[src/sv/rc_channel_frame_decoder_top_assert.svh]
// ----------------------------------------------------------------------------
// Assertion macros for the servo-bus frame decoder
// Shared property forms used at the end of the top level.
// ----------------------------------------------------------------------------
`ifndef RC_CHANNEL_FRAME_DECODER_TOP_ASSERT_SVH
`define RC_CHANNEL_FRAME_DECODER_TOP_ASSERT_SVH

// Consequent must hold in the same cycle as the antecedent.
`define RCFD_ASSERT_SAME(label, clk, rst, ante, cons, msg) \
   label: assert property (@(posedge clk) disable iff (rst) (ante) |-> (cons)) \
      else $error(msg);

// Consequent must hold in the cycle after the antecedent.
`define RCFD_ASSERT_NEXT(label, clk, rst, ante, cons, msg) \
   label: assert property (@(posedge clk) disable iff (rst) (ante) |=> (cons)) \
      else $error(msg);

`endif

[src/sv/rcfd_pkg.sv]
// ----------------------------------------------------------------------------
// rcfd_pkg
// Types, codes and constants of the servo-bus frame decoder.
// ----------------------------------------------------------------------------
`default_nettype none

package rcfd_pkg;

   localparam int CHANNELS_DEFAULT = 14;
   localparam int SLOTS            = 14;

   localparam int OPCODE_W = 2;
   localparam int BYTE_W   = 8;
   localparam int KIND_W   = 2;
   localparam int CHAN_W   = 4;
   localparam int VALUE_W  = 16;
   localparam int COUNT_W  = 32;
   localparam int POS_W    = 5;
   localparam int CSR_IDX_W = 1;

   // Input opcodes.
   localparam logic [OPCODE_W-1:0] OP_BYTE  = 2'd0;
   localparam logic [OPCODE_W-1:0] OP_TICK  = 2'd1;
   localparam logic [OPCODE_W-1:0] OP_CLEAR = 2'd2;

   // Result kinds.
   localparam logic [KIND_W-1:0] KIND_STATUS  = 2'd0;
   localparam logic [KIND_W-1:0] KIND_CHANNEL = 2'd1;
   localparam logic [KIND_W-1:0] KIND_MOVE    = 2'd2;

   // Configuration register indexes.
   localparam logic [CSR_IDX_W-1:0] REG_WINDOW_TICKS   = 1'd0;
   localparam logic [CSR_IDX_W-1:0] REG_MOVE_THRESHOLD = 1'd1;

   localparam logic [VALUE_W-1:0] WINDOW_TICKS_RESET   = 16'd400;
   localparam logic [VALUE_W-1:0] MOVE_THRESHOLD_RESET = 16'd60;

   localparam logic [BYTE_W-1:0]  HEADER0   = 8'h20;
   localparam logic [BYTE_W-1:0]  HEADER1   = 8'h40;
   localparam logic [VALUE_W-1:0] ALL_ONES  = 16'hFFFF;
   localparam logic [POS_W-1:0]   POS_CSUM_LO = 5'd30;
   localparam logic [POS_W-1:0]   POS_FIRST_DATA = 5'd2;

   typedef enum logic [2:0] {
      ST_IDLE,
      ST_EXEC,
      ST_FRAME,
      ST_SCAN,
      ST_SDONE,
      ST_PUT
   } state_type;

endpackage

`default_nettype wire

[src/sv/rc_channel_frame_decoder_top.sv]
// ----------------------------------------------------------------------------
// rc_channel_frame_decoder_top
// Servo-bus frame decoder with per-channel movement window.
//
// Input beats (req_) carry an opcode: a received byte, a millisecond tick or
// a clear of counters and window. Result beats (rsp_) carry a status, one
// channel value each of a good frame, or a movement report; rsp_last marks
// the final beat of an input. The csr_ port writes window_ticks (index 0)
// and move_threshold (index 1); it is always ready.
// One small sequencer handles an input at a time and req_stall is high while
// it works. A byte or clear gives its single beat from the PUT state.
// A good frame then streams CHANNELS beats, one per cycle unless rsp_stall
// holds it, each beat also updating that channel's window min and max. A tick
// that ends the window scans the channels through one subtract and compare unit,
// one channel per cycle, then reports through the SDONE and PUT states.
// The next input can be taken while the last beat still waits in the output
// register. A stalled receiver holds the output register and the sequencer.
// Reset clears the frame hunt, both counters and the window, and restores
// the register defaults 400 and 60.
// ----------------------------------------------------------------------------
`default_nettype none

`include "rc_channel_frame_decoder_top_assert.svh"

module rc_channel_frame_decoder_top #(
   parameter int CHANNELS = rcfd_pkg::CHANNELS_DEFAULT
) (
   input  wire logic                           clock,
   input  wire logic                           reset,

   input  wire logic                           req_valid,
   output      logic                           req_stall,
   input  wire logic [rcfd_pkg::OPCODE_W-1:0]  req_opcode,
   input  wire logic [rcfd_pkg::BYTE_W-1:0]    req_rx_byte,

   output      logic                           rsp_valid,
   input  wire logic                           rsp_stall,
   output      logic [rcfd_pkg::KIND_W-1:0]    rsp_kind,
   output      logic [rcfd_pkg::CHAN_W-1:0]    rsp_channel,
   output      logic [rcfd_pkg::VALUE_W-1:0]   rsp_value,
   output      logic [rcfd_pkg::VALUE_W-1:0]   rsp_span_top,
   output      logic                           rsp_frame_done,
   output      logic                           rsp_frame_ok,
   output      logic [rcfd_pkg::COUNT_W-1:0]   rsp_good_frames,
   output      logic [rcfd_pkg::COUNT_W-1:0]   rsp_bad_frames,
   output      logic                           rsp_last,

   input  wire logic                           csr_valid,
   output      logic                           csr_ready,
   input  wire logic [rcfd_pkg::CSR_IDX_W-1:0] csr_index,
   input  wire logic [rcfd_pkg::VALUE_W-1:0]   csr_data
);

   localparam int IDX_W = (CHANNELS > 1) ? $clog2(CHANNELS) : 1;
   localparam logic [IDX_W-1:0] LAST_IDX = IDX_W'(CHANNELS - 1);

   typedef logic [rcfd_pkg::VALUE_W-1:0] word_type;

   // Control and configuration state.
   rcfd_pkg::state_type              state_ff, state_in;
   logic [rcfd_pkg::VALUE_W-1:0]     win_ticks_ff, win_ticks_in;
   logic [rcfd_pkg::VALUE_W-1:0]     threshold_ff, threshold_in;
   logic [rcfd_pkg::POS_W-1:0]       pos_ff, pos_in;
   logic [rcfd_pkg::VALUE_W-1:0]     sum_ff, sum_in;
   logic [rcfd_pkg::BYTE_W-1:0]      low_ff, low_in;
   logic [rcfd_pkg::COUNT_W-1:0]     good_ff, good_in;
   logic [rcfd_pkg::COUNT_W-1:0]     bad_ff, bad_in;
   logic [rcfd_pkg::VALUE_W-1:0]     elapsed_ff, elapsed_in;
   word_type                         min_ff [CHANNELS];
   word_type                         min_in [CHANNELS];
   word_type                         max_ff [CHANNELS];
   word_type                         max_in [CHANNELS];
   logic                             rsp_valid_ff, rsp_valid_in;

   // Working registers (no reset needed).
   word_type                         pend_ff [CHANNELS];
   word_type                         pend_in [CHANNELS];
   logic [rcfd_pkg::OPCODE_W-1:0]    op_ff, op_in;
   logic [rcfd_pkg::BYTE_W-1:0]      byte_ff, byte_in;
   logic [IDX_W-1:0]                 chan_ff, chan_in;
   logic [rcfd_pkg::VALUE_W-1:0]     widest_ff, widest_in;
   logic [IDX_W-1:0]                 best_ff, best_in;
   logic                             found_ff, found_in;
   logic [rcfd_pkg::KIND_W-1:0]      stage_kind_ff, stage_kind_in;
   logic [rcfd_pkg::CHAN_W-1:0]      stage_chan_ff, stage_chan_in;
   logic [rcfd_pkg::VALUE_W-1:0]     stage_value_ff, stage_value_in;
   logic [rcfd_pkg::VALUE_W-1:0]     stage_top_ff, stage_top_in;
   logic                             stage_done_ff, stage_done_in;
   logic [rcfd_pkg::KIND_W-1:0]      kind_ff, kind_in;
   logic [rcfd_pkg::CHAN_W-1:0]      channel_ff, channel_in;
   logic [rcfd_pkg::VALUE_W-1:0]     value_ff, value_in;
   logic [rcfd_pkg::VALUE_W-1:0]     top_ff, top_in;
   logic                             done_ff, done_in;
   logic                             ok_ff, ok_in;
   logic [rcfd_pkg::COUNT_W-1:0]     good_rsp_ff, good_rsp_in;
   logic [rcfd_pkg::COUNT_W-1:0]     bad_rsp_ff, bad_rsp_in;
   logic                             last_ff, last_in;

   logic                             out_free;
   logic [rcfd_pkg::VALUE_W-1:0]     sum_add;
   logic [rcfd_pkg::POS_W-1:0]       slot_full;
   logic [rcfd_pkg::CHAN_W-1:0]      slot;
   logic [rcfd_pkg::VALUE_W-1:0]     got_csum;
   logic [rcfd_pkg::VALUE_W-1:0]     elapsed_next;
   logic [rcfd_pkg::VALUE_W-1:0]     span;
   logic                             chan_last;

   assign req_stall = (state_ff != rcfd_pkg::ST_IDLE);
   assign csr_ready = 1'b1;
   assign out_free  = !rsp_valid_ff || !rsp_stall;
   assign chan_last = (chan_ff == LAST_IDX);

   assign sum_add      = sum_ff + {8'd0, byte_ff};
   assign slot_full    = (pos_ff - rcfd_pkg::POS_FIRST_DATA) >> 1;
   assign slot         = slot_full[rcfd_pkg::CHAN_W-1:0];
   assign got_csum     = {byte_ff, low_ff};
   assign elapsed_next = (elapsed_ff == rcfd_pkg::ALL_ONES) ? elapsed_ff
                                                             : elapsed_ff + 16'd1;
   // The one shared subtractor of the window scan.
   assign span         = max_ff[chan_ff] - min_ff[chan_ff];

   always_comb begin
      state_in      = state_ff;
      win_ticks_in  = win_ticks_ff;
      threshold_in  = threshold_ff;
      pos_in        = pos_ff;
      sum_in        = sum_ff;
      low_in        = low_ff;
      good_in       = good_ff;
      bad_in        = bad_ff;
      elapsed_in    = elapsed_ff;
      min_in        = min_ff;
      max_in        = max_ff;
      pend_in       = pend_ff;
      op_in         = op_ff;
      byte_in       = byte_ff;
      chan_in       = chan_ff;
      widest_in     = widest_ff;
      best_in       = best_ff;
      found_in      = found_ff;
      stage_kind_in  = stage_kind_ff;
      stage_chan_in  = stage_chan_ff;
      stage_value_in = stage_value_ff;
      stage_top_in   = stage_top_ff;
      stage_done_in  = stage_done_ff;
      kind_in       = kind_ff;
      channel_in    = channel_ff;
      value_in      = value_ff;
      top_in        = top_ff;
      done_in       = done_ff;
      ok_in         = ok_ff;
      good_rsp_in   = good_rsp_ff;
      bad_rsp_in    = bad_rsp_ff;
      last_in       = last_ff;
      rsp_valid_in  = rsp_valid_ff && rsp_stall;

      if (csr_valid) begin
         case (csr_index)
            rcfd_pkg::REG_WINDOW_TICKS:   win_ticks_in = csr_data;
            rcfd_pkg::REG_MOVE_THRESHOLD: threshold_in = csr_data;
            default: ;
         endcase
      end

      case (state_ff)
         rcfd_pkg::ST_IDLE: begin
            if (req_valid) begin
               op_in    = req_opcode;
               byte_in  = req_rx_byte;
               state_in = rcfd_pkg::ST_EXEC;
            end
         end

         rcfd_pkg::ST_EXEC: begin
            stage_kind_in  = rcfd_pkg::KIND_STATUS;
            stage_chan_in  = '0;
            stage_value_in = '0;
            stage_top_in   = '0;
            stage_done_in  = 1'b0;
            state_in       = rcfd_pkg::ST_PUT;
            case (op_ff)
               rcfd_pkg::OP_BYTE: begin
                  if (pos_ff == '0) begin
                     if (byte_ff == rcfd_pkg::HEADER0) begin
                        sum_in = {8'd0, rcfd_pkg::HEADER0};
                        pos_in = 5'd1;
                     end
                  end else if (pos_ff == 5'd1) begin
                     if (byte_ff == rcfd_pkg::HEADER1) begin
                        sum_in = sum_add;
                        pos_in = rcfd_pkg::POS_FIRST_DATA;
                     end else if (byte_ff == rcfd_pkg::HEADER0) begin
                        // A repeated first header byte starts a new frame.
                        sum_in = {8'd0, rcfd_pkg::HEADER0};
                        pos_in = 5'd1;
                     end else begin
                        pos_in = '0;
                     end
                  end else if (pos_ff < rcfd_pkg::POS_CSUM_LO) begin
                     sum_in = sum_add;
                     if (!pos_ff[0]) begin
                        low_in = byte_ff;
                     end else if (32'(slot) < CHANNELS) begin
                        pend_in[slot[IDX_W-1:0]] = {byte_ff, low_ff};
                     end
                     pos_in = pos_ff + 5'd1;
                  end else if (pos_ff == rcfd_pkg::POS_CSUM_LO) begin
                     low_in = byte_ff;
                     pos_in = pos_ff + 5'd1;
                  end else begin
                     pos_in = '0;
                     if (got_csum != (rcfd_pkg::ALL_ONES - sum_ff)) begin
                        bad_in        = bad_ff + 32'd1;
                        stage_done_in = 1'b1;
                     end else begin
                        good_in  = good_ff + 32'd1;
                        chan_in  = '0;
                        state_in = rcfd_pkg::ST_FRAME;
                     end
                  end
               end
               rcfd_pkg::OP_TICK: begin
                  elapsed_in = elapsed_next;
                  if (elapsed_next >= win_ticks_ff) begin
                     chan_in   = '0;
                     widest_in = '0;
                     best_in   = '0;
                     found_in  = 1'b0;
                     state_in  = rcfd_pkg::ST_SCAN;
                  end
               end
               rcfd_pkg::OP_CLEAR: begin
                  good_in    = '0;
                  bad_in     = '0;
                  elapsed_in = '0;
                  for (int i = 0; i < CHANNELS; i++) begin
                     min_in[i] = rcfd_pkg::ALL_ONES;
                     max_in[i] = '0;
                  end
               end
               default: ;
            endcase
         end

         rcfd_pkg::ST_FRAME: begin
            if (out_free) begin
               rsp_valid_in = 1'b1;
               kind_in      = rcfd_pkg::KIND_CHANNEL;
               channel_in   = rcfd_pkg::CHAN_W'(chan_ff);
               value_in     = pend_ff[chan_ff];
               top_in       = '0;
               done_in      = 1'b1;
               ok_in        = 1'b1;
               good_rsp_in  = good_ff;
               bad_rsp_in   = bad_ff;
               last_in      = chan_last;
               if (pend_ff[chan_ff] < min_ff[chan_ff]) begin
                  min_in[chan_ff] = pend_ff[chan_ff];
               end
               if (pend_ff[chan_ff] > max_ff[chan_ff]) begin
                  max_in[chan_ff] = pend_ff[chan_ff];
               end
               if (chan_last) begin
                  state_in = rcfd_pkg::ST_IDLE;
               end else begin
                  chan_in = chan_ff + 1'b1;
               end
            end
         end

         rcfd_pkg::ST_SCAN: begin
            // A channel without a sample has max below min and is skipped.
            if (max_ff[chan_ff] >= min_ff[chan_ff] && span > widest_ff) begin
               widest_in = span;
               best_in   = chan_ff;
               found_in  = 1'b1;
            end
            if (chan_last) begin
               state_in = rcfd_pkg::ST_SDONE;
            end else begin
               chan_in = chan_ff + 1'b1;
            end
         end

         rcfd_pkg::ST_SDONE: begin
            if (found_ff && widest_ff >= threshold_ff) begin
               stage_kind_in  = rcfd_pkg::KIND_MOVE;
               stage_chan_in  = rcfd_pkg::CHAN_W'(best_ff);
               stage_value_in = min_ff[best_ff];
               stage_top_in   = max_ff[best_ff];
            end
            elapsed_in = '0;
            for (int i = 0; i < CHANNELS; i++) begin
               min_in[i] = rcfd_pkg::ALL_ONES;
               max_in[i] = '0;
            end
            state_in = rcfd_pkg::ST_PUT;
         end

         rcfd_pkg::ST_PUT: begin
            if (out_free) begin
               rsp_valid_in = 1'b1;
               kind_in      = stage_kind_ff;
               channel_in   = stage_chan_ff;
               value_in     = stage_value_ff;
               top_in       = stage_top_ff;
               done_in      = stage_done_ff;
               ok_in        = 1'b0;
               good_rsp_in  = good_ff;
               bad_rsp_in   = bad_ff;
               last_in      = 1'b1;
               state_in     = rcfd_pkg::ST_IDLE;
            end
         end

         default: state_in = rcfd_pkg::ST_IDLE;
      endcase
   end

   always_ff @(posedge clock) begin
      if (reset) begin
         state_ff     <= rcfd_pkg::ST_IDLE;
         win_ticks_ff <= rcfd_pkg::WINDOW_TICKS_RESET;
         threshold_ff <= rcfd_pkg::MOVE_THRESHOLD_RESET;
         pos_ff       <= '0;
         sum_ff       <= '0;
         low_ff       <= '0;
         good_ff      <= '0;
         bad_ff       <= '0;
         elapsed_ff   <= '0;
         rsp_valid_ff <= 1'b0;
         for (int i = 0; i < CHANNELS; i++) begin
            min_ff[i] <= rcfd_pkg::ALL_ONES;
            max_ff[i] <= '0;
         end
      end else begin
         state_ff     <= state_in;
         win_ticks_ff <= win_ticks_in;
         threshold_ff <= threshold_in;
         pos_ff       <= pos_in;
         sum_ff       <= sum_in;
         low_ff       <= low_in;
         good_ff      <= good_in;
         bad_ff       <= bad_in;
         elapsed_ff   <= elapsed_in;
         rsp_valid_ff <= rsp_valid_in;
         min_ff       <= min_in;
         max_ff       <= max_in;
      end
   end

   always_ff @(posedge clock) begin
      pend_ff        <= pend_in;
      op_ff          <= op_in;
      byte_ff        <= byte_in;
      chan_ff        <= chan_in;
      widest_ff      <= widest_in;
      best_ff        <= best_in;
      found_ff       <= found_in;
      stage_kind_ff  <= stage_kind_in;
      stage_chan_ff  <= stage_chan_in;
      stage_value_ff <= stage_value_in;
      stage_top_ff   <= stage_top_in;
      stage_done_ff  <= stage_done_in;
      kind_ff        <= kind_in;
      channel_ff     <= channel_in;
      value_ff       <= value_in;
      top_ff         <= top_in;
      done_ff        <= done_in;
      ok_ff          <= ok_in;
      good_rsp_ff    <= good_rsp_in;
      bad_rsp_ff     <= bad_rsp_in;
      last_ff        <= last_in;
   end

   assign rsp_valid       = rsp_valid_ff;
   assign rsp_kind        = kind_ff;
   assign rsp_channel     = channel_ff;
   assign rsp_value       = value_ff;
   assign rsp_span_top    = top_ff;
   assign rsp_frame_done  = done_ff;
   assign rsp_frame_ok    = ok_ff;
   assign rsp_good_frames = good_rsp_ff;
   assign rsp_bad_frames  = bad_rsp_ff;
   assign rsp_last        = last_ff;

   `RCFD_ASSERT_NEXT(a_accept_starts_exec, clock, reset, req_valid && !req_stall, state_ff == rcfd_pkg::ST_EXEC, "accepted beat did not start execution")
   `RCFD_ASSERT_SAME(a_channel_beat_ok, clock, reset, rsp_valid && rsp_kind == rcfd_pkg::KIND_CHANNEL, rsp_frame_done && rsp_frame_ok, "channel beat without good frame flags")
   `RCFD_ASSERT_SAME(a_move_span_positive, clock, reset, rsp_valid && rsp_kind == rcfd_pkg::KIND_MOVE, rsp_span_top > rsp_value, "movement report with empty span")
   `RCFD_ASSERT_NEXT(a_frame_counts_stable, clock, reset, state_ff == rcfd_pkg::ST_FRAME, $stable(good_ff) && $stable(bad_ff), "frame counters moved during channel output")

endmodule

`default_nettype wire
[config.mk]
export PLATFORM = sky130hd
export DESIGN_NAME = rc_channel_frame_decoder_top
export DESIGN_NICKNAME = d
export VERILOG_FILES = /design/src/sv/rcfd_pkg.sv /design/src/sv/rc_channel_frame_decoder_top.sv
export VERILOG_INCLUDE_DIRS = /design/src /design/src/sv
export SDC_FILE = /design/constraint.sdc
export NUM_CORES = 2
export LEC_CHECK = 0
export ABC_CLOCK_PERIOD_IN_PS = 7400
export BUFFER_PORTS_ARGS = -buffer_cell sky130_fd_sc_hd__buf_4
export CAP_MARGIN = 40
export CORE_ASPECT_RATIO = 1.4
export CORE_MARGIN = 10
export CORE_UTILIZATION = 45
export DETAILED_ROUTE_END_ITERATION = 12
export PLACE_DENSITY = 0.66
export RECOVER_POWER = 25
export SETUP_SLACK_MARGIN = 0.05
export SLEW_MARGIN = 20
export SYNTH_ARGS = -nofsm -noshare
export SYNTH_HDL_FRONTEND = slang
export SYNTH_SLANG_ARGS = --single-unit
[constraint.sdc]
create_clock -name clock -period 7.4 [get_ports clock]
set_input_delay 1.11 -clock clock [delete_from_list [all_inputs] [get_ports clock]]
set_output_delay 1.11 -clock clock [all_outputs]
set_load 0.005 [all_outputs]
==> impl_metrics.py <==
metrics = {
    "run_status": {
        "status": "finished, violations left",
        "violations": "capacitance limit, slew limit",
    },
    "synth": {
        "synthesis.nets": 3936,
        "yosys.cell_types.count": 77,
        "synth_seq_cells": 995,
        "async_reset_ff_share_pct": 0,
        "synth_seq_area_share_pct": 52.2,
        "syn_inst": 3780,
        "synth_ff_type": "dfxtp_1",
        "synth_area_per_cell_sq_um": 12.1,
        "synth_warnings": 0,
        "syn_area_sq_um": 45900,
        "synth_edf_count": 402,
    },
    "sta": {
        "setup_ws_ns": 1.25,
        "hold_violations": 0,
        "setup-tns-final_ns": 0,
        "clock.fmax_mhz": 163,
        "timing.final.crit_period_ns": 6.15,
        "slew_violations": 106,
        "relSlewSlack_pct": -116,
        "worst_pin_slew_ns": 3.23,
        "post-route-period-util_pct": 83.1,
        "finClkSkew_ns": 0.0430,
        "rsz0062_at_grt": "false",
        "finalSetupViolCount": 0,
    },
    "final_layout": {
        "multi_input_area_sq_um": 20500,
        "fill_cells": 8746,
        "regArea_sq_um": 23900,
        "design_area_sq_um": 52600,
        "nets": 4049,
        "final_core_util_pct": 52.0,
        "synthToLayoutAreaGrowth_pct": 14.6,
        "drive_above_1_share_pct": 18.5,
    },
    "power_and_ir_drop": {
        "leakage_uw": 0.0192,
        "pwr-share-seq_pct": 47.7,
        "powerDensity_nw_per_um2": 232,
        "share_comb_of_total_power_pct": 8.5,
        "power_switching_share_pct": 24.3,
        "vdd_drop_max_mv": 0.160,
        "p_clk_share_pct": 43.8,
        "p_int_uw": 9240,
        "switchingPower_uw": 2960,
    },
    "clock_network": {
        "ctsHoldBuffers": 0,
        "path_clk_slew_ns": 0.07,
        "clkLatencyLatePin_ns": 0.71,
        "cts_setup_buffers": 0,
        "cts_tree": "yes",
        "cts-resized-gates": 0,
        "numCtsBuffers": 97,
        "clock-sinks": 995,
        "htreeDepth": 3,
        "clockBufferDepth": 3,
        "cts_root_buffer": "clkbuf_16",
    },
    "setup_path": {
        "critical_path.endpoint_type": "flop",
        "cpMaxStageDelayCell": "edfxtp_1",
        "critPathMaxStageDelay_ns": 0.69,
        "path_max_fanout": 22,
        "crit_arrival_ns": 6.61,
        "cp.required_ns": 7.86,
        "startpoint_type": "flop",
        "worst-setup-path-type": "reg -> reg",
        "critical_path.cell_chain": "buf_12 > buf_12 > mux4_2 > mux2i_1 > nor2_1 > nor3_1 > ha_1 > inv_1 > fa_1 > a21o_1 > a21oi_1 > o21ai_0 > a31o_2 > a21oi_1 > xnor2_1 > ha_1 > nor2b_1 > o21ai_0 > nand2b_1 > a211oi_1 > o21ai_0 > a21oi_1 > o32ai_4 > buf_8",
    },
    "route": {
        "num_vias": 32500,
        "vias_per_cell": 6.11,
        "dr.pass1.iters": 7,
        "wl_mm": 134,
        "ant_nets": 0,
        "post_drt_wl_per_cell_um": 25.2,
        "dr.first_iter.drc_count": 3010,
        "drc": 0,
    },
    "floorplan": {
        "die_w_um": 290,
        "row_count": 138,
        "initial_core_util_pct": 45.4,
        "core_area_sq_um": 101000,
        "fp.dieArea_sq_um": 115000,
        "ios": 140,
        "die_h_um": 398,
    },
    "grt": {
        "track_usage_pct": 22.7,
        "antenna_found_initial": 2,
        "grt_start_max_net_pins": 100,
        "grt_pass1_wl_mm": 205,
        "first_global_vias": 33000,
        "grt-ovfl-total": 0,
    },
    "placement": {
        "io_buffers": 138,
        "place_hpwl_mm": 89.2,
        "post_dp_cell_area_sq_um": 49100,
        "place_ws_ns": 1.31,
        "gp_congestion": 0.921,
    },
    "flow_run": {
        "cap_violations": 2,
    },
    "worst_hold_path": {
        "hold_path.class": "reg -> reg",
    },
}
[power groups by stage]
| stage | sequential (uW) | clock (uW) | combinational [uW] |
|---|---|---|---|
| after floorplan | 5930 | 0 | 598 |
| after global placement | 5940 | 0 | 995 |
| after detailed placement | 5940 | 0 | 1030 |
| after CTS | 5820 | 5420 | 1030 |
| after global routing | 5820 | 5640 | 1100 |
| final | 5820 | 5350 | 1040 |
[registers in the layout (all words and copies together), names as in the netlist, 4 cells and up]
name and count:
rsp_channel 4, low_ff 8, good_ff 32, threshold_ff 16, pos_ff 5, stage_chan_ff 4, max_ff 224, bad_ff 32
widest_ff 16, rsp_span_top 16, stage_top_ff 16, pend_ff 224, elapsed_ff 16, min_ff 224, rsp_value 16, chan_ff 4
best_ff 4, rsp_good_frames 32, sum_ff 16, stage_value_ff 16, byte_ff 8, win_ticks_ff 16, rsp_bad_frames 32
[path summary, 6_finish.rpt]
check,start,endpoint,slack [ns],depth (start not counted)
worst max-delay path,chan_ff[0],widest_ff[11],1.25,24
worst min register to register,threshold_ff[13],threshold_ff[13],0.46,2
worst max register to register,chan_ff[0],widest_ff[11],1.25,24
worst min-delay path,threshold_ff[13],threshold_ff[13],0.46,2
[synthesized netlist by cell type (all sizes together) (4+ instances only)]
cell type,count,area (sq um)
or4,4,33.8
a21oi,150,751
o22ai,47,294
xnor2,46,403
and4,6,52.6
mux2i,178,1780
a22oi,10,75.1
nor4,13,109
a211o,5,43.8
nor2b,14,87.6
o21a,11,82.6
or3,17,106
buf,82,452
edfxtp,402,12100
and2,42,263
a22o,6,52.6
or2,4,25.0
mux4,234,5270
inv,157,589
nor3,56,285
a21boi,7,52.6
o211ai,4,35.0
nand2,159,597
nand4,50,313
ha,122,1530
xor2,55,482
o31ai,6,45.0
a31oi,5,31.3
dfxtp,593,11900
nand2b,21,131
nand3b,11,82.6
o21bai,4,30.0
and3,40,250
nor3b,5,37.5
a21o,17,128
clkbuf,197,739
nor2,344,1290
nand3,48,240
a211oi,53,543
o2bb2ai,224,1960
o21ai,71,355
a2bb2oi,225,1970
[through the flow]
stage | hold WS [ns] | instances | power (uW)
2_1_floorplan | 0.428 | 3780 | 6520
3_3_place_gp | 0.439 | 5085 | 6930
3_5_place_dp | 0.450 | 5116 | 6970
4_1_cts | 0.459 | 5299 | 12300
5_1_grt | 0.474 | 5307 | 12600
6_report | 0.456 | 5309 | 12200
[cells by family after synthesis]
logic type | Yosys count | share of synthesized area, %
simple gates | 841 | 8.64
flops | 995 | 52.2
fa+ha+maj | 124 | 3.41
mux | 414 | 15.4
xor+xnor | 101 | 1.93
buf+inv | 436 | 3.88
other cells | 1 | 0.00817
compound gates | 868 | 14.5
[worst max-delay path: cells and delay by family (launching register included)]
kind	cells	cell delay (ns)
muxes	2	0.68
and+or+nand+nor	4	0.54
buffers and inverters	4	0.78
AOI/OAI and AO/OA	10	1.95
xor gates and xnor gates	1	0.23
adders and majority gates	3	0.99
DFF	1	0.69
[layer usage]
metal	routed length (um)	up-vias	part of all wire, %	global-route usage, %
li1	-	14600	-	-
met1	51000	16200	38	26.8
met2	66000	1304	49	38.9
met3	9110	334	6.8	3.71
met4	7930	0	5.9	13.4
met5	0	-	0	0
[layout by cell type, fill, tap and decap left out, drive strengths merged, types with 6 or more instances in the layout]
| master | n |
|---|---|
| a2bb2oi | 225 |
| nor4 | 13 |
| xor2 | 55 |
| and3 | 40 |
| a21boi | 7 |
| a21oi | 150 |
| clkbuf | 153 |
| a211oi | 53 |
| clkinvlp | 9 |
| dfxtp | 593 |
| edfxtp | 402 |
| or3 | 17 |
| o31ai | 6 |
| nor2b | 14 |
| o22ai | 47 |
| clkinv | 20 |
| nand2b | 21 |
| and2 | 42 |
| bufinv | 14 |
| nand3b | 11 |
| mux4 | 234 |
| o2bb2ai | 224 |
| nand4 | 50 |
| nor3 | 56 |
| a22oi | 10 |
| o21ai | 71 |
| nor2 | 344 |
| a22o | 6 |
| o21a | 11 |
| and4 | 6 |
| mux2i | 178 |
| buf | 268 |
| ha | 122 |
| nand2 | 159 |
| nand3 | 48 |
| inv | 169 |
| a21o | 17 |
| xnor2 | 46 |
[layout make-up]
class / count / share of cell area (%)
tap: 1330 / 3.16
inverter: 157 / 1.12
multi-input combinational: 2349 / 39.0
clock buffer: 128 / 5.19
antenna: 2 / 0.00952
sequential: 995 / 45.5
timing repair buffer: 293 / 4.66
clock inverter: 55 / 1.37
Note: power is estimated with default switching activity, not from simulation.
